File: src/sv/lcdws_pkg.sv
// Types and constants for the character LCD write sequencer.
// No dependencies; imported by every module of the block.
`default_nettype none
package lcdws_pkg;

   localparam int unsigned StepWidth = 3;

   localparam logic [1:0] CSR_DISPLAY_READY = 2'd0;
   localparam logic [1:0] CSR_EIGHT_BIT_BUS = 2'd1;
   localparam logic [1:0] CSR_UPPER_LANE    = 2'd2;
   localparam logic [1:0] CSR_STEP_HOLD     = 2'd3;

   localparam logic [1:0] STATUS_OK        = 2'd0;
   localparam logic [1:0] STATUS_NOT_READY = 2'd1;
   localparam logic [1:0] STATUS_BAD_POS   = 2'd2;

   localparam logic [7:0] CURSOR_CMD   = 8'h80;
   localparam logic [15:0] HOLD_RESET  = 16'd50;

   localparam logic [StepWidth-1:0] LAST_STEP_EIGHT = 3'd3;
   localparam logic [StepWidth-1:0] LAST_STEP_FOUR  = 3'd6;

   typedef struct packed {
      logic [1:0] req_type;
      logic [7:0] data_byte;
      logic [3:0] row;
      logic [4:0] column;
   } req_item_type;

   typedef struct packed {
      logic        reg_select;
      logic        read_write;
      logic        enable_pin;
      logic [7:0]  data_port;
      logic [15:0] hold_time_us;
      logic [1:0]  status;
      logic        last;
   } rsp_item_type;

   typedef struct packed {
      logic        display_ready;
      logic        eight_bit_bus;
      logic        upper_nibble_lane;
      logic [15:0] step_hold_us;
   } csr_type;

   typedef struct packed {
      logic [1:0] status;
      logic       reg_select;
      logic [7:0] cmd_byte;
   } cmd_type;

   function automatic logic [7:0] row_offset(input logic [1:0] row);
      case (row)
         2'd0:    row_offset = 8'h00;
         2'd1:    row_offset = 8'h40;
         2'd2:    row_offset = 8'h10;
         default: row_offset = 8'h50;
      endcase
   endfunction

endpackage
`default_nettype wire

File: src/sv/char_lcd_write_sequencer.sv
// A request is written into the command queue; its first snapshot then goes to the result register once it is free.
// Throughput: one snapshot per cycle from the sequencer's result register while results are popped;
// 4 snapshots per transaction in eight-bit mode, 7 in four-bit mode, 1 on a rejection.
// A two-entry command queue lets requests be taken while snapshots drain.
// Synchronous active-high reset clears queue, sequencer, port latch and strobe, and sets the settings to defaults.
`default_nettype none
module char_lcd_write_sequencer (
   input  logic                    clock,
   input  logic                    reset,
   input  logic                    push,
   output logic                    full,
   input  lcdws_pkg::req_item_type req_item,
   output logic                    empty,
   input  logic                    pop,
   output lcdws_pkg::rsp_item_type rsp_item,
   input  logic                    csr_write_enable,
   input  logic [1:0]              csr_index,
   input  logic [15:0]             csr_wdata
);
   import lcdws_pkg::*;

   csr_type csr_ff;
   cmd_type front_cmd, head_cmd;
   logic    head_valid, cmd_done, req_accept;

   assign req_accept = push && !full;

   always_ff @(posedge clock) begin
      if (reset) begin
         csr_ff.display_ready     <= 1'b0;
         csr_ff.eight_bit_bus     <= 1'b0;
         csr_ff.upper_nibble_lane <= 1'b1;
         csr_ff.step_hold_us      <= HOLD_RESET;
      end else if (csr_write_enable) begin
         case (csr_index)
            CSR_DISPLAY_READY: csr_ff.display_ready     <= csr_wdata[0];
            CSR_EIGHT_BIT_BUS: csr_ff.eight_bit_bus     <= csr_wdata[0];
            CSR_UPPER_LANE:    csr_ff.upper_nibble_lane <= csr_wdata[0];
            CSR_STEP_HOLD:     csr_ff.step_hold_us      <= csr_wdata;
            default:           ;
         endcase
      end
   end

   lcdws_front u_front (
      .req_item (req_item),
      .csr      (csr_ff),
      .cmd      (front_cmd)
   );

   lcdws_queue u_queue (
      .clock    (clock),
      .reset    (reset),
      .wr_en    (req_accept),
      .wr_cmd   (front_cmd),
      .full     (full),
      .rd_en    (cmd_done),
      .rd_valid (head_valid),
      .rd_cmd   (head_cmd)
   );

   lcdws_back u_back (
      .clock     (clock),
      .reset     (reset),
      .csr       (csr_ff),
      .cmd_valid (head_valid),
      .cmd       (head_cmd),
      .cmd_done  (cmd_done),
      .empty     (empty),
      .pop       (pop),
      .rsp_item  (rsp_item)
   );

endmodule
`default_nettype wire

File: src/sv/lcdws_front.sv
// Front end: classifies a request into a write command or a rejection.
// Depends on lcdws_pkg.
`default_nettype none
module lcdws_front (
   input  lcdws_pkg::req_item_type req_item,
   input  lcdws_pkg::csr_type      csr,
   output lcdws_pkg::cmd_type      cmd
);
   import lcdws_pkg::*;

   logic bad_pos;
   logic [7:0] cursor_byte;

   assign bad_pos     = (req_item.row > 4'd3) || (req_item.column > 5'd15);
   assign cursor_byte = CURSOR_CMD |
                        ({3'd0, req_item.column} + row_offset(req_item.row[1:0]));

   always_comb begin
      cmd.status     = STATUS_OK;
      cmd.reg_select = 1'b0;
      cmd.cmd_byte   = req_item.data_byte;
      if (!csr.display_ready) begin
         cmd.status = STATUS_NOT_READY;
      end else if (req_item.req_type[1]) begin
         cmd.cmd_byte = cursor_byte;
         if (bad_pos) begin
            cmd.status = STATUS_BAD_POS;
         end
      end else begin
         cmd.reg_select = req_item.req_type[0];
      end
   end

endmodule
`default_nettype wire

File: src/sv/lcdws_queue.sv
// Two-entry command queue between the front end and the sequencer.
// Depends on lcdws_pkg.
`default_nettype none
module lcdws_queue (
   input  logic               clock,
   input  logic               reset,
   input  logic               wr_en,
   input  lcdws_pkg::cmd_type wr_cmd,
   output logic               full,
   input  logic               rd_en,
   output logic               rd_valid,
   output lcdws_pkg::cmd_type rd_cmd
);
   import lcdws_pkg::*;

   cmd_type    slot_ff [2];
   logic       wr_ptr_ff, wr_ptr_in;
   logic       rd_ptr_ff, rd_ptr_in;
   logic [1:0] count_ff, count_in;

   assign full     = count_ff == 2'd2;
   assign rd_valid = count_ff != 2'd0;
   assign rd_cmd   = slot_ff[rd_ptr_ff];

   always_comb begin
      wr_ptr_in = wr_ptr_ff ^ wr_en;
      rd_ptr_in = rd_ptr_ff ^ rd_en;
      count_in  = count_ff + {1'b0, wr_en} - {1'b0, rd_en};
   end

   always_ff @(posedge clock) begin
      if (wr_en) begin
         slot_ff[wr_ptr_ff] <= wr_cmd;
      end
   end

   always_ff @(posedge clock) begin
      if (reset) begin
         wr_ptr_ff <= 1'b0;
         rd_ptr_ff <= 1'b0;
         count_ff  <= 2'd0;
      end else begin
         wr_ptr_ff <= wr_ptr_in;
         rd_ptr_ff <= rd_ptr_in;
         count_ff  <= count_in;
      end
   end

endmodule
`default_nettype wire

File: src/sv/lcdws_back.sv
// Back end: steps through the pin snapshots of one command into the result register.
// Depends on lcdws_pkg; keeps the port latch and strobe level.
`default_nettype none
module lcdws_back (
   input  logic                    clock,
   input  logic                    reset,
   input  lcdws_pkg::csr_type      csr,
   input  logic                    cmd_valid,
   input  lcdws_pkg::cmd_type      cmd,
   output logic                    cmd_done,
   output logic                    empty,
   input  logic                    pop,
   output lcdws_pkg::rsp_item_type rsp_item
);
   import lcdws_pkg::*;

   logic [StepWidth-1:0] step_ff, step_in;
   logic [7:0]           latch_ff, latch_in;
   logic                 strobe_ff, strobe_in;
   logic                 out_valid_ff, out_valid_in;
   rsp_item_type         out_ff, out_in;
   logic                 fire, rejected, last_step;
   logic [3:0]           nibble;
   logic [7:0]           half_latch;

   assign rejected  = cmd.status != STATUS_OK;
   assign last_step = csr.eight_bit_bus ? (step_ff == LAST_STEP_EIGHT)
                                        : (step_ff == LAST_STEP_FOUR);
   assign fire      = cmd_valid && (!out_valid_ff || pop);
   assign cmd_done  = fire && (rejected || last_step);

   assign nibble     = (step_ff == 3'd2) ? cmd.cmd_byte[7:4] : cmd.cmd_byte[3:0];
   assign half_latch = csr.upper_nibble_lane ? {nibble, latch_ff[3:0]}
                                             : {latch_ff[7:4], nibble};

   always_comb begin
      strobe_in = strobe_ff;
      latch_in  = latch_ff;
      if (!rejected) begin
         if (csr.eight_bit_bus) begin
            case (step_ff)
               3'd1:    strobe_in = 1'b1;
               3'd2:    latch_in  = cmd.cmd_byte;
               3'd3:    strobe_in = 1'b0;
               default: ;
            endcase
         end else begin
            case (step_ff)
               3'd1, 3'd4: strobe_in = 1'b1;
               3'd3, 3'd6: strobe_in = 1'b0;
               3'd2, 3'd5: latch_in  = half_latch;
               default:    ;
            endcase
         end
      end
   end

   always_comb begin
      out_in.reg_select   = rejected ? 1'b0 : cmd.reg_select;
      out_in.read_write   = 1'b0;
      out_in.enable_pin   = strobe_in;
      out_in.data_port    = latch_in;
      out_in.hold_time_us = (rejected || last_step) ? 16'd0 : csr.step_hold_us;
      out_in.status       = cmd.status;
      out_in.last         = rejected || last_step;
      out_valid_in        = fire || (out_valid_ff && !pop);
      step_in             = cmd_done ? '0 : step_ff + 3'd1;
   end

   always_ff @(posedge clock) begin
      if (fire) begin
         out_ff <= out_in;
      end
   end

   always_ff @(posedge clock) begin
      if (reset) begin
         step_ff      <= '0;
         latch_ff     <= 8'd0;
         strobe_ff    <= 1'b0;
         out_valid_ff <= 1'b0;
      end else begin
         out_valid_ff <= out_valid_in;
         if (fire) begin
            step_ff   <= step_in;
            latch_ff  <= latch_in;
            strobe_ff <= strobe_in;
         end
      end
   end

   assign empty    = !out_valid_ff;
   assign rsp_item = out_ff;

endmodule
`default_nettype wire

File: config.mk
export PLATFORM = sky130hd
export DESIGN_NAME = char_lcd_write_sequencer
export DESIGN_NICKNAME = d
export VERILOG_FILES = /design/src/sv/lcdws_pkg.sv /design/src/sv/char_lcd_write_sequencer.sv /design/src/sv/lcdws_front.sv /design/src/sv/lcdws_queue.sv /design/src/sv/lcdws_back.sv
export SDC_FILE = /design/constraint.sdc
export NUM_CORES = 1
export LEC_CHECK = 0
export BUFFER_PORTS_ARGS = -buffer_cell sky130_fd_sc_hd__clkbuf_2
export CORE_MARGIN = 2
export CORE_UTILIZATION = 50
export CTS_CLUSTER_SIZE = 10
export DETAILED_ROUTE_END_ITERATION = 8
export GPL_TIMING_DRIVEN = 0
export HOLD_SLACK_MARGIN = 0.12
export PLACE_DENSITY = 0.74
export SLEW_MARGIN = 30
export SYNTH_ARGS = -nofsm -noshare
export SYNTH_HDL_FRONTEND = slang
export SYNTH_SLANG_ARGS = --single-unit
File: constraint.sdc
create_clock -name clock -period 3.9 [get_ports clock]
set_clock_uncertainty 0.2 [all_clocks]
set_input_delay 0.585 -clock clock [delete_from_list [all_inputs] [get_ports clock]]
set_output_delay 0.585 -clock clock [all_outputs]
set_load 0.1 [all_outputs]
==> flow_summary_export.csv, run 1 <==
group,metric,value,unit
logic_synthesis,postSynthRegisterBits,87,
timing,setup_viol_count_final,0,
floorplan,io_pins,74,
power,power.density_cell_area,724,nW/um2
place,postPlaceCellArea,4220,um2
floorplan,row_count,31,
power,design_power_total,3.19,mW
drt,number_of_design_rule_violations_left_by_the_first_detailed_router_iteration,180,
place,place_congestion,0.829,
drt,detail_route.wirelength.met1,3070,um
job,max-cap-violations,0,
timing,post-route-period-util,0.759,
critical_path,setup.worst_path.end_class,"register",
cells_and_area,post-route-util,0.610,
cells_and_area,fill_cells,639,
critical_path,regToRegEndpoint,"u_queue.count_ff[1]",
critical_path,count_of_buffering_cells_on_the_critical_path_with_inverters_included,4,
critical_path,timing.rr.start,"u_back.step_ff[2]",
timing,setup_tns,0,ps
critical_path,crit_top_cell,"sky130_fd_sc_hd__ha_1",
drt,postRouteWirelength,7090,um
cells_and_area,area.growth.synth_to_final,18.3,%
power,register_share_of_total_power,0.390,
cells_and_area,layout.nets,472,
global_routing,grt_antenna_before_repair,0,
min_path,timing.hold.worst.class,"in2reg",
logic_synthesis,synth_enable_flop_cells,51,
critical_path,worst-path-max-fanout,10,
clocking,post-cts-setup-buffers,0,
power,comb_power_share,0.433,
place,dp_hpwl,5300,um
power,power.internal,1.66,mW
cells_and_area,post_route_cell_area,4400,um2
timing,fin_hold_ws,232,ps
power,clockPowerShare,0.177,
floorplan,die_width,90.3,um
floorplan,floorplan.core_area,7210,um2
logic_synthesis,sequential_share_of_the_synthesized_area,0.605,
critical_path,worstPathArrival,2990,ps
clocking,clock-root-buffer,"sky130_fd_sc_hd__clkbuf_8",
logic_synthesis,ys_dominant_reg_cell,"sky130_fd_sc_hd__edfxtp_1",
clocking,path_clk_slew,100,ps
power,static-leakage-power,1.69,nW
clocking,cts-htree-levels,3,
critical_path,setup.worst_path.class,"reg2reg",
clocking,inserted_clock_buffers,9,
logic_synthesis,synth_nets,388,
global_routing,largest_net_degree_at_the_start_of_global_routing,26,
timing,timing.slew.headroom,0.478,
critical_path,slowest_stage,"sky130_fd_sc_hd__clkbuf_1",
timing,worst_slack,940,ps
clocking,cts_tree,"built",
floorplan,fp.dieH,90.3,um
logic_synthesis,post_synth_xor_area_fraction,0.00471,
cells_and_area,num_antenna_cells,0,
min_path,min_path_cells,3,
run_status,status,"completed",
drt,dr_wl_met3,376,um
clocking,post_cts.resized_instances,0,
critical_path,startpoint_type,"register",
drt,maxUsedRoutingLayer,"met4",
cells_and_area,footprint_of_the_flip_flops_and_latches,2250,um2
drt,routed-via-count,2697,
timing,final_hold_viol_count,0,
drt,remaining_drc_errors,0,
clocking,postCtsHoldBufs,0,
drt,route.antenna.remaining_nets,0,
power,total_switching_power,1.53,mW
min_path,worstHoldEndpoint,"csr_ff[9]",
logic_synthesis,simple_gate_share_of_the_synthesized_area,0.169,
critical_path,regToRegSetupSlack,940,ps
cells_and_area,post_route_cells_drive_above_1_share,0.247,
critical_path,worst-r2r-cell-count,13,
logic_synthesis,synth.mux.area_fraction,0.0599,
logic_synthesis,ys_types,40,
clocking,worst_skew_pair.late_latency,360,ps
global_routing,gr-total-overflow,0,
critical_path,path_delay_family,"buffers and inverters",
logic_synthesis,post_synth_inst_count,336,
power,power.switching_fraction,0.479,
drt,drt_first_pass_iters,4,
timing,maxClockFrequency,338,MHz
place,placed_cells,507,
timing,worst_slew_pin_slew,778,ps
logic_synthesis,synth_top_family_by_area,"simple AND/OR/NAND/NOR gates",
logic_synthesis,ys_warn_count,0,
critical_path,timing.critical_path.required,3930,ps
global_routing,grt_use_total,0.180,
clocking,clockBufferDepth,2,
logic_synthesis,synth_compound_area_frac,0.0928,
global_routing,grt_pass1_wl,11700,um
timing,grt_setup_unrepaired,"no",
min_path,hold_start,"csr_wdata[9]",
cells_and_area,stdcell_count,524,
global_routing,vias_in_the_first_global_route,2529,
place,dp_slack,969,ps
drt,route.detailed.wl_per_inst,13.5,um
timing,final_period_minus_worst_setup_slack,2960,ps
cells_and_area,multi_input_area,1350,um2
clocking,cts_num_sinks,87,
floorplan,die_area,8150,um2
drt,routed-wl-met2,3540,um
logic_synthesis,synth_fa_ha_area_frac,0.0336,
logic_synthesis,synth_async_sr_flop_share,0,
drt,vias_per_cell,5.15,
floorplan,initial_utilization,0.516,
logic_synthesis,synthesis.area,3720,um2
logic_synthesis,syn_area_cell,11.1,um2
timing,timing_max_transition_violations_final,0,
critical_path,timing.critical_path.cells,"clkbuf_1 -> inv_1 -> ha_1 -> nand2_1 -> o221a_2 -> clkbuf_1 -> nor2_1 -> ha_1 -> inv_1 -> ha_1 -> xor2_1 -> xnor2_1 -> nor2_1",
power,irDropWorstVdd,0.371,mV
critical_path,biggest_cell_delay_along_the_critical_path,350,ps
place,portBuffers,71,
cell type report:
class / instances / share of cell area
plain buffers: 17 / 0.0173
repair buffers: 73 / 0.0853
well taps: 99 / 0.0281
clock inverters: 7 / 0.0125
clock buffers: 9 / 0.0281
multi-input cells: 219 / 0.306
inverters: 13 / 0.0111
flip-flops and latches: 87 / 0.512
cells in the mapped netlist (all sizes together), types with 2 or more instances:
master | instances | share of area
a211oi | 3 | 0.0061
a21oi | 26 | 0.035
a22o | 3 | 0.0071
and2 | 17 | 0.029
and3 | 2 | 0.0034
buf | 2 | 0.0050
clkbuf | 15 | 0.015
dfxtp | 36 | 0.19
edfxtp | 51 | 0.41
ha | 10 | 0.034
inv | 13 | 0.013
mux2 | 10 | 0.030
mux2i | 11 | 0.030
nand2 | 49 | 0.049
nand2b | 7 | 0.012
nand3 | 4 | 0.0054
nand3b | 5 | 0.010
nor2 | 26 | 0.026
nor2b | 6 | 0.010
nor3 | 6 | 0.0081
nor3b | 3 | 0.0061
o21ai | 8 | 0.011
o22ai | 3 | 0.0050
o32ai | 5 | 0.012
or3 | 3 | 0.0064
worst reg2reg max path: stages, from the launching register on:
cell and delay [ps]:
sky130_fd_sc_hd__dfxtp_1 330, sky130_fd_sc_hd__clkbuf_1 350, sky130_fd_sc_hd__inv_1 100, sky130_fd_sc_hd__ha_1 210, sky130_fd_sc_hd__nand2_1 100, sky130_fd_sc_hd__o221a_2 240, sky130_fd_sc_hd__clkbuf_1 350, sky130_fd_sc_hd__nor2_1 80
sky130_fd_sc_hd__ha_1 300, sky130_fd_sc_hd__inv_1 40, sky130_fd_sc_hd__ha_1 190, sky130_fd_sc_hd__xor2_1 160, sky130_fd_sc_hd__xnor2_1 140, sky130_fd_sc_hd__nor2_1 50
worst max-delay path by stage:
stage / startpoint / endpoint / cells past startpoint
4_1_cts: u_back.step_ff[2] / u_queue.count_ff[1] / 13
3_3_place_gp: pop / u_back.latch_ff[1] / 7
2_1_floorplan: u_queue.count_ff[1] / u_queue.count_ff[1] / 6
6_report: u_back.step_ff[2] / u_queue.count_ff[1] / 13
5_1_grt: u_back.step_ff[2] / u_queue.count_ff[1] / 13
3_5_place_dp: u_back.step_ff[2] / u_queue.count_ff[1] / 13
flip-flops by register name, summed over array words and instances (netlist names):
register and count:
u_back.out_valid_ff 1, u_queue.count_ff 2, csr_ff 19, u_queue.rd_ptr_ff 1, u_queue.wr_ptr_ff 1, u_queue.slot_ff 22, u_back.latch_ff 8, u_back.step_ff 3
u_back.strobe_ff 1, u_back.rsp_item 29
cells in the final DEF (no fill, tap or decap), types with 2 or more instances in the layout:
| cell type | instances |
|---|---|
| sky130_fd_sc_hd__a211oi_1 | 3 |
| sky130_fd_sc_hd__a21oi_1 | 26 |
| sky130_fd_sc_hd__a22o_1 | 3 |
| sky130_fd_sc_hd__and2_1 | 17 |
| sky130_fd_sc_hd__and3_1 | 2 |
| sky130_fd_sc_hd__clkbuf_1 | 14 |
| sky130_fd_sc_hd__clkbuf_2 | 73 |
| sky130_fd_sc_hd__clkbuf_8 | 9 |
| sky130_fd_sc_hd__clkinvlp_4 | 3 |
| sky130_fd_sc_hd__dfxtp_1 | 36 |
| sky130_fd_sc_hd__edfxtp_1 | 51 |
| sky130_fd_sc_hd__ha_1 | 10 |
| sky130_fd_sc_hd__inv_1 | 13 |
| sky130_fd_sc_hd__inv_6 | 2 |
| sky130_fd_sc_hd__mux2_2 | 10 |
| sky130_fd_sc_hd__mux2i_1 | 11 |
| sky130_fd_sc_hd__nand2_1 | 49 |
| sky130_fd_sc_hd__nand2b_1 | 7 |
| sky130_fd_sc_hd__nand3_1 | 4 |
| sky130_fd_sc_hd__nand3b_1 | 5 |
| sky130_fd_sc_hd__nor2_1 | 26 |
| sky130_fd_sc_hd__nor2b_1 | 6 |
| sky130_fd_sc_hd__nor3_1 | 6 |
| sky130_fd_sc_hd__nor3b_1 | 3 |
| sky130_fd_sc_hd__o21ai_0 | 7 |
| sky130_fd_sc_hd__o22ai_1 | 3 |
| sky130_fd_sc_hd__o32ai_1 | 5 |
| sky130_fd_sc_hd__or3_1 | 2 |
power by group through the flow:
stage	Combinational, mW	Clock (mW)	Sequential (mW)
3_5_place_dp	1.39	0	1.27
5_1_grt	1.45	0.614	1.26
2_1_floorplan	0.372	0	2.04
3_3_place_gp	1.35	0	1.26
4_1_cts	1.39	0.580	1.25
6_report	1.38	0.565	1.24
cells by family after synthesis:
group	Yosys count
AO/OA/AOI/OAI	55
other	1
flip-flops	87
adder cells (fa/ha/maj)	10
AND/OR/NAND/NOR	130
multiplexers	21
buffers and inverters	30
XOR/XNOR	2
per-layer routing:
layer | vias to the layer above | GRT usage
met5 | - | 0
met2 | 77 | 0.303
met1 | 1267 | 0.224
met3 | 8 | 0.0401
li1 | 1345 | -
met4 | 0 | 0.0756
Note: power is estimated with default switching activity, not from simulation.
==> run 2, diff against run 1 <==
--- a/config.mk
+++ b/config.mk
@@ -7,12 +7,12 @@
 export LEC_CHECK = 0
 export BUFFER_PORTS_ARGS = -buffer_cell sky130_fd_sc_hd__clkbuf_2
 export CORE_MARGIN = 2
-export CORE_UTILIZATION = 50
+export CORE_UTILIZATION = 49
 export CTS_CLUSTER_SIZE = 10
 export DETAILED_ROUTE_END_ITERATION = 8
 export GPL_TIMING_DRIVEN = 0
 export HOLD_SLACK_MARGIN = 0.12
-export PLACE_DENSITY = 0.74
+export PLACE_DENSITY = 0.75
 export SLEW_MARGIN = 30
 export SYNTH_ARGS = -nofsm -noshare
 export SYNTH_HDL_FRONTEND = slang
==> constraint.sdc (replaced) <==
create_clock -name clock -period 2.5 [get_ports clock]
set_clock_uncertainty 0.2 [all_clocks]
set_input_delay 0.375 -clock clock [delete_from_list [all_inputs] [get_ports clock]]
set_output_delay 0.375 -clock clock [all_outputs]
set_load 0.1 [all_outputs]
==> flow_summary_export.csv, run 2 (synthesis gave the netlist of run 1 again) <==
group,metric,value,unit
timing,post-route-period-util,0.978,
power,design_power_total,5.07,mW
power,static-leakage-power,1.79,nW
critical_path,setup.worst_path.class,"reg2reg",
floorplan,row_count,31,
run_status,status,"completed",
cells_and_area,post_route_cells_drive_above_1_share,0.251,
critical_path,setup.worst_path.end_class,"register",
clocking,worst_skew_pair.late_latency,360,ps
min_path,hold_start,"req_item[16]",
power,power.density_cell_area,1100,nW/um2
timing,setup_viol_count_final,0,
cells_and_area,layout.cells.most_common_list,"74 x sky130_fd_sc_hd__clkbuf_2, 51 x sky130_fd_sc_hd__edfxtp_1, 49 x sky130_fd_sc_hd__nand2_1, 35 x sky130_fd_sc_hd__dfxtp_1",
power,irDropWorstVdd,0.526,mV
floorplan,die_width,91.1,um
critical_path,startpoint_type,"register",
floorplan,fp.dieH,91.1,um
place,portBuffers,71,
clocking,path_clk_slew,100,ps
critical_path,crit_start,"u_back.step_ff[1]",
global_routing,grt_antenna_before_repair,0,
min_path,worstHoldEndpoint,"u_queue.slot_ff[0][7]",
job,max-cap-violations,0,
place,place_congestion,0.861,
cells_and_area,area.growth.synth_to_final,24.4,%
clocking,cts_num_sinks,87,
timing,timing.slew.headroom,0.507,
timing,timing_max_transition_violations_final,0,
timing,setup_tns,0,ps
min_path,min_path_cells,2,
drt,route.detailed.wl_per_inst,13.9,um
critical_path,worst-path-max-fanout,14,
timing,final_period_minus_worst_setup_slack,2450,ps
floorplan,floorplan.core_area,7290,um2
drt,routed-via-count,2779,
drt,route.antenna.remaining_nets,0,
critical_path,regToRegSetupSlack,50,ps
drt,postRouteWirelength,7520,um
cells_and_area,layout.nets,490,
place,dp_hpwl,5260,um
global_routing,largest_net_degree_at_the_start_of_global_routing,24,
floorplan,io_pins,74,
min_path,timing.hold.worst.class,"in2reg",
clocking,clockBufferDepth,2,
critical_path,timing.critical_path.required,2530,ps
global_routing,grt_pass1_wl,12600,um
drt,drt_first_pass_iters,4,
cells_and_area,largest_register_ff_count,29,
drt,number_of_design_rule_violations_left_by_the_first_detailed_router_iteration,163,
drt,vias_per_cell,5.13,
clocking,cts-htree-levels,3,
cells_and_area,mostFrequentLayoutCell,"sky130_fd_sc_hd__clkbuf_2",
timing,worst_slew_pin_slew,734,ps
timing,maxClockFrequency,409,MHz
timing,grt_setup_unrepaired,"yes",
critical_path,worst-r2r-cell-count,11,
clocking,inserted_clock_buffers,9,
timing,final_hold_viol_count,0,
critical_path,worstPathArrival,2480,ps
clocking,cts_tree,"built",
clocking,clock-root-buffer,"sky130_fd_sc_hd__clkbuf_8",
cells_and_area,num_antenna_cells,0,
critical_path,timing.rr.start,"u_back.step_ff[1]",
drt,remaining_drc_errors,0,
clocking,post-cts-setup-buffers,0,
global_routing,vias_in_the_first_global_route,2717,
floorplan,initial_utilization,0.510,
global_routing,gr-total-overflow,0,
global_routing,grt_use_total,0.190,
floorplan,die_area,8310,um2
critical_path,regToRegEndpoint,"u_queue.count_ff[1]",
==> run 2: final cells by class <==
| type | instances | area (um2) |
|---|---|---|
| plain buffers | 16 | 77.6 |
| clock buffers | 9 | 124 |
| clock inverters | 7 | 53.8 |
| fillers | 610 | 2660 |
| inverters | 13 | 48.8 |
| multi-input cells | 219 | 1370 |
| flip-flops and latches | 87 | 2250 |
| well taps | 99 | 124 |
| repair buffers | 92 | 578 |
==> run 2: how the worst max path moves through the flow <==
stage                               end  cells after the start
finish              u_queue.count_ff[1]                     11
floorplan           u_queue.count_ff[1]                     13
detailed placement  u_queue.count_ff[1]                     13
CTS                 u_queue.count_ff[1]                     12
global route        u_queue.count_ff[1]                     12
global placement     u_back.latch_ff[1]                      7
==> run 2: repair_timing <==
item / CTS / global route
endpoints found under the hold margin: 21 / 0
setup endpoints to repair: 2 / 7
gates cloned: 0 / 0
pin swaps: 0 / 0
hold buffers: 19 / 0
gates resized for setup: 2 / 7
==> run 2: report_power, final <==
| group | leakage, nW | switching (mW) | internal (mW) |
|---|---|---|---|
| Combinational | 0.923 | 1.81 | 0.423 |
| Sequential | 0.780 | 0.0865 | 1.85 |
| Clock | 0.0909 | 0.530 | 0.372 |
| Total | 1.79 | 2.42 | 2.65 |
==> run 2: routing by layer <==
layer | up-vias | share of wire | global-route usage
li1 | 1380 | - | -
met1 | 1314 | 0.44 | 0.243
met2 | 76 | 0.50 | 0.323
met3 | 9 | 0.037 | 0.0274
met4 | 0 | 0.015 | 0.0783
met5 | - | 0 | 0
==> run 2: worst max-delay path, stage by stage, from the launching register on <==
cell and delay (ps):
sky130_fd_sc_hd__dfxtp_1 350, sky130_fd_sc_hd__ha_1 210, sky130_fd_sc_hd__ha_1 180, sky130_fd_sc_hd__nand2_1 110
sky130_fd_sc_hd__o221a_4 280, sky130_fd_sc_hd__nor2_1 70, sky130_fd_sc_hd__ha_1 300, sky130_fd_sc_hd__inv_1 40
sky130_fd_sc_hd__ha_1 220, sky130_fd_sc_hd__xor2_2 160, sky130_fd_sc_hd__xnor2_1 140, sky130_fd_sc_hd__nor2_1 60
==> run 2: stage by stage <==
| step | setup WS, ps | instance area (um2) | util | hold WS, ps | std cells |
|---|---|---|---|---|---|
| final | 54.5 | 4630 | 0.635 | 127 | 542 |
| after global routing | -105 | 4630 | 0.635 | 139 | 542 |
| after CTS | 34.9 | 4610 | 0.632 | 129 | 541 |
| after detailed placement | -255 | 4230 | 0.580 | 244 | 507 |
| after global placement | -590 | 4200 | 0.577 | 237 | 506 |
| after floorplan | 95.9 | 3720 | - | 229 | 336 |
==> run 3, diff against run 2 <==
--- a/config.mk
+++ b/config.mk
@@ -12,7 +12,7 @@
 export DETAILED_ROUTE_END_ITERATION = 8
 export GPL_TIMING_DRIVEN = 0
 export HOLD_SLACK_MARGIN = 0.12
-export PLACE_DENSITY = 0.75
+export PLACE_DENSITY = 0.83
 export SLEW_MARGIN = 30
 export SYNTH_ARGS = -nofsm -noshare
 export SYNTH_HDL_FRONTEND = slang
==> flow_summary_export.csv, run 3 (synthesis gave the netlist of run 1 again) <==
group,metric,value,unit
clocking,inserted_clock_buffers,9,
timing,worst_slew_pin_slew,708,ps
cells_and_area,layout.nets,493,
critical_path,count_of_buffering_cells_on_the_critical_path_with_inverters_included,3,
cells_and_area,area.growth.synth_to_final,25.4,%
critical_path,timing.rr.start,"u_back.step_ff[2]",
min_path,worstHoldEndpoint,"u_queue.slot_ff[0][2]",
clocking,clockBufferDepth,2,
drt,route.detailed.wl_per_inst,14.4,um
timing,setup_viol_count_final,0,
place,portBuffers,71,
clocking,clock-root-buffer,"sky130_fd_sc_hd__clkbuf_8",
critical_path,worst-path-max-fanout,10,
critical_path,worst-r2r-cell-count,12,
timing,grt_setup_unrepaired,"no",
cells_and_area,num_antenna_cells,0,
place,placed_cells,507,
power,irDropWorstVdd,0.482,mV
floorplan,fp.dieH,91.1,um
power,design_power_total,5.16,mW
floorplan,floorplan.core_area,7290,um2
timing,final_hold_viol_count,0,
clocking,cts-htree-levels,3,
drt,number_of_design_rule_violations_left_by_the_first_detailed_router_iteration,194,
critical_path,crit_top_cell,"sky130_fd_sc_hd__ha_1",
critical_path,timing.critical_path.cells,"clkbuf_4 -> inv_1 -> ha_1 -> nand2_1 -> o221a_4 -> nor2_1 -> ha_1 -> inv_1 -> ha_1 -> xor2_1 -> xnor2_1 -> nor2_1",
global_routing,grt_antenna_before_repair,0,
floorplan,die_area,8310,um2
critical_path,setup.worst_path.end_class,"register",
job,max-cap-violations,0,
timing,timing_max_transition_violations_final,0,
drt,drt_first_pass_iters,5,
floorplan,initial_utilization,0.510,
critical_path,regToRegEndpoint,"u_queue.count_ff[1]",
drt,postRouteWirelength,7830,um
power,static-leakage-power,1.82,nW
critical_path,slowest_stage,"sky130_fd_sc_hd__dfxtp_1",
critical_path,worstPathArrival,2380,ps
clocking,cts_num_sinks,87,
floorplan,row_count,31,
timing,maxClockFrequency,426,MHz
cells_and_area,post_route_cells_drive_above_1_share,0.249,
clocking,worst_skew_pair.late_latency,360,ps
min_path,min_path_cells,2,
cells_and_area,layout.cells.most_common_list,"73 x sky130_fd_sc_hd__clkbuf_2, 51 x sky130_fd_sc_hd__edfxtp_1, 49 x sky130_fd_sc_hd__nand2_1, 35 x sky130_fd_sc_hd__dfxtp_1",
critical_path,biggest_cell_delay_along_the_critical_path,330,ps
critical_path,regToRegSetupSlack,160,ps
clocking,cts_tree,"built",
clocking,path_clk_slew,90,ps
global_routing,grt_use_total,0.189,
min_path,timing.hold.worst.class,"in2reg",
global_routing,gr-total-overflow,0,
critical_path,setup.worst_path.class,"reg2reg",
timing,final_period_minus_worst_setup_slack,2340,ps
drt,routed-via-count,2861,
critical_path,path_delay_family,"adder cells",
cells_and_area,largest_register_ff_count,29,
cells_and_area,mostFrequentLayoutCell,"sky130_fd_sc_hd__clkbuf_2",
place,dp_hpwl,5260,um
critical_path,startpoint_type,"register",
drt,vias_per_cell,5.25,
global_routing,largest_net_degree_at_the_start_of_global_routing,24,
drt,route.antenna.remaining_nets,0,
critical_path,timing.critical_path.required,2540,ps
timing,timing.slew.headroom,0.525,
drt,remaining_drc_errors,0,
power,power.density_cell_area,1110,nW/um2
cells_and_area,stdcell_count,545,
timing,post-route-period-util,0.938,
run_status,status,"completed",
floorplan,io_pins,74,
min_path,hold_start,"req_item[11]",
global_routing,vias_in_the_first_global_route,2704,
place,place_congestion,0.879,
floorplan,die_width,91.1,um
global_routing,grt_pass1_wl,12400,um
cells_and_area,post-route-util,0.640,
timing,fin_hold_ws,128,ps
[run 3: through the flow]
| stage | cell area [um2] | worst slack, ps | TNS (ps) |
|---|---|---|---|
| after global routing | 4670 | 12.1 | 0 |
| after CTS | 4630 | 35.8 | 0 |
| final | 4670 | 155 | 0 |
| after floorplan | 3720 | 95.9 | 0 |
| after global placement | 4200 | -581 | -19260 |
| after detailed placement | 4230 | -249 | -341 |
[run 3: what timing repair did]
item                                    4_1_cts  5_1_grt
pin swaps                                     0        1
resized for setup                             1        6
cloned                                        0        0
endpoints found under the setup margin        2       14
buffers inserted                              0        3
hold endpoints to repair                     21        2
hold buffers                                 19        1
[run 3: final cells by class]
cell class                      count  area (um2)
Fill cell                         579        2630
Tap cell                           99         124
Multi-Input combinational cell    219        1360
Inverter                           13        48.8
Clock buffer                        9         124
Sequential cell                    87        2250
Timing Repair Buffer               95         606
Clock inverter                      7        77.6
Buffer                             16        77.6
[run 3: worst reg2reg max path, cell delays in order (launching register included)]
cell,delay [ps]
sky130_fd_sc_hd__dfxtp_1,330
sky130_fd_sc_hd__clkbuf_4,200
sky130_fd_sc_hd__inv_1,60
sky130_fd_sc_hd__ha_1,190
sky130_fd_sc_hd__nand2_1,110
sky130_fd_sc_hd__o221a_4,210
sky130_fd_sc_hd__nor2_1,50
sky130_fd_sc_hd__ha_1,300
sky130_fd_sc_hd__inv_1,40
sky130_fd_sc_hd__ha_1,190
sky130_fd_sc_hd__xor2_1,150
sky130_fd_sc_hd__xnor2_1,170
sky130_fd_sc_hd__nor2_1,50
[run 3: power by group]
part	internal, mW	switching [mW]	total, mW
Sequential	1.85	0.0918	1.94
Clock	0.472	0.519	0.991
Combinational	0.422	1.80	2.22
[run 3: how the worst max path moves through the flow]
stage,startpoint,to,slack (ps),cells past startpoint
floorplan,u_back.step_ff[2],u_queue.count_ff[1],100,13
global placement,pop,u_back.latch_ff[1],-580,7
detailed placement,u_back.step_ff[2],u_queue.count_ff[1],-250,13
CTS,u_back.step_ff[2],u_queue.count_ff[1],40,12
global route,u_back.step_ff[2],u_queue.count_ff[1],10,12
finish,u_back.step_ff[2],u_queue.count_ff[1],160,12
[run 3: per-layer routing]
metal  up-vias  global-route usage  share of wire
met3        27              0.0432          0.059
met4         0              0.0720          0.024
li1       1385                   -              -
met5         -                   0              0
met1      1326               0.230           0.41
met2       123               0.326           0.51
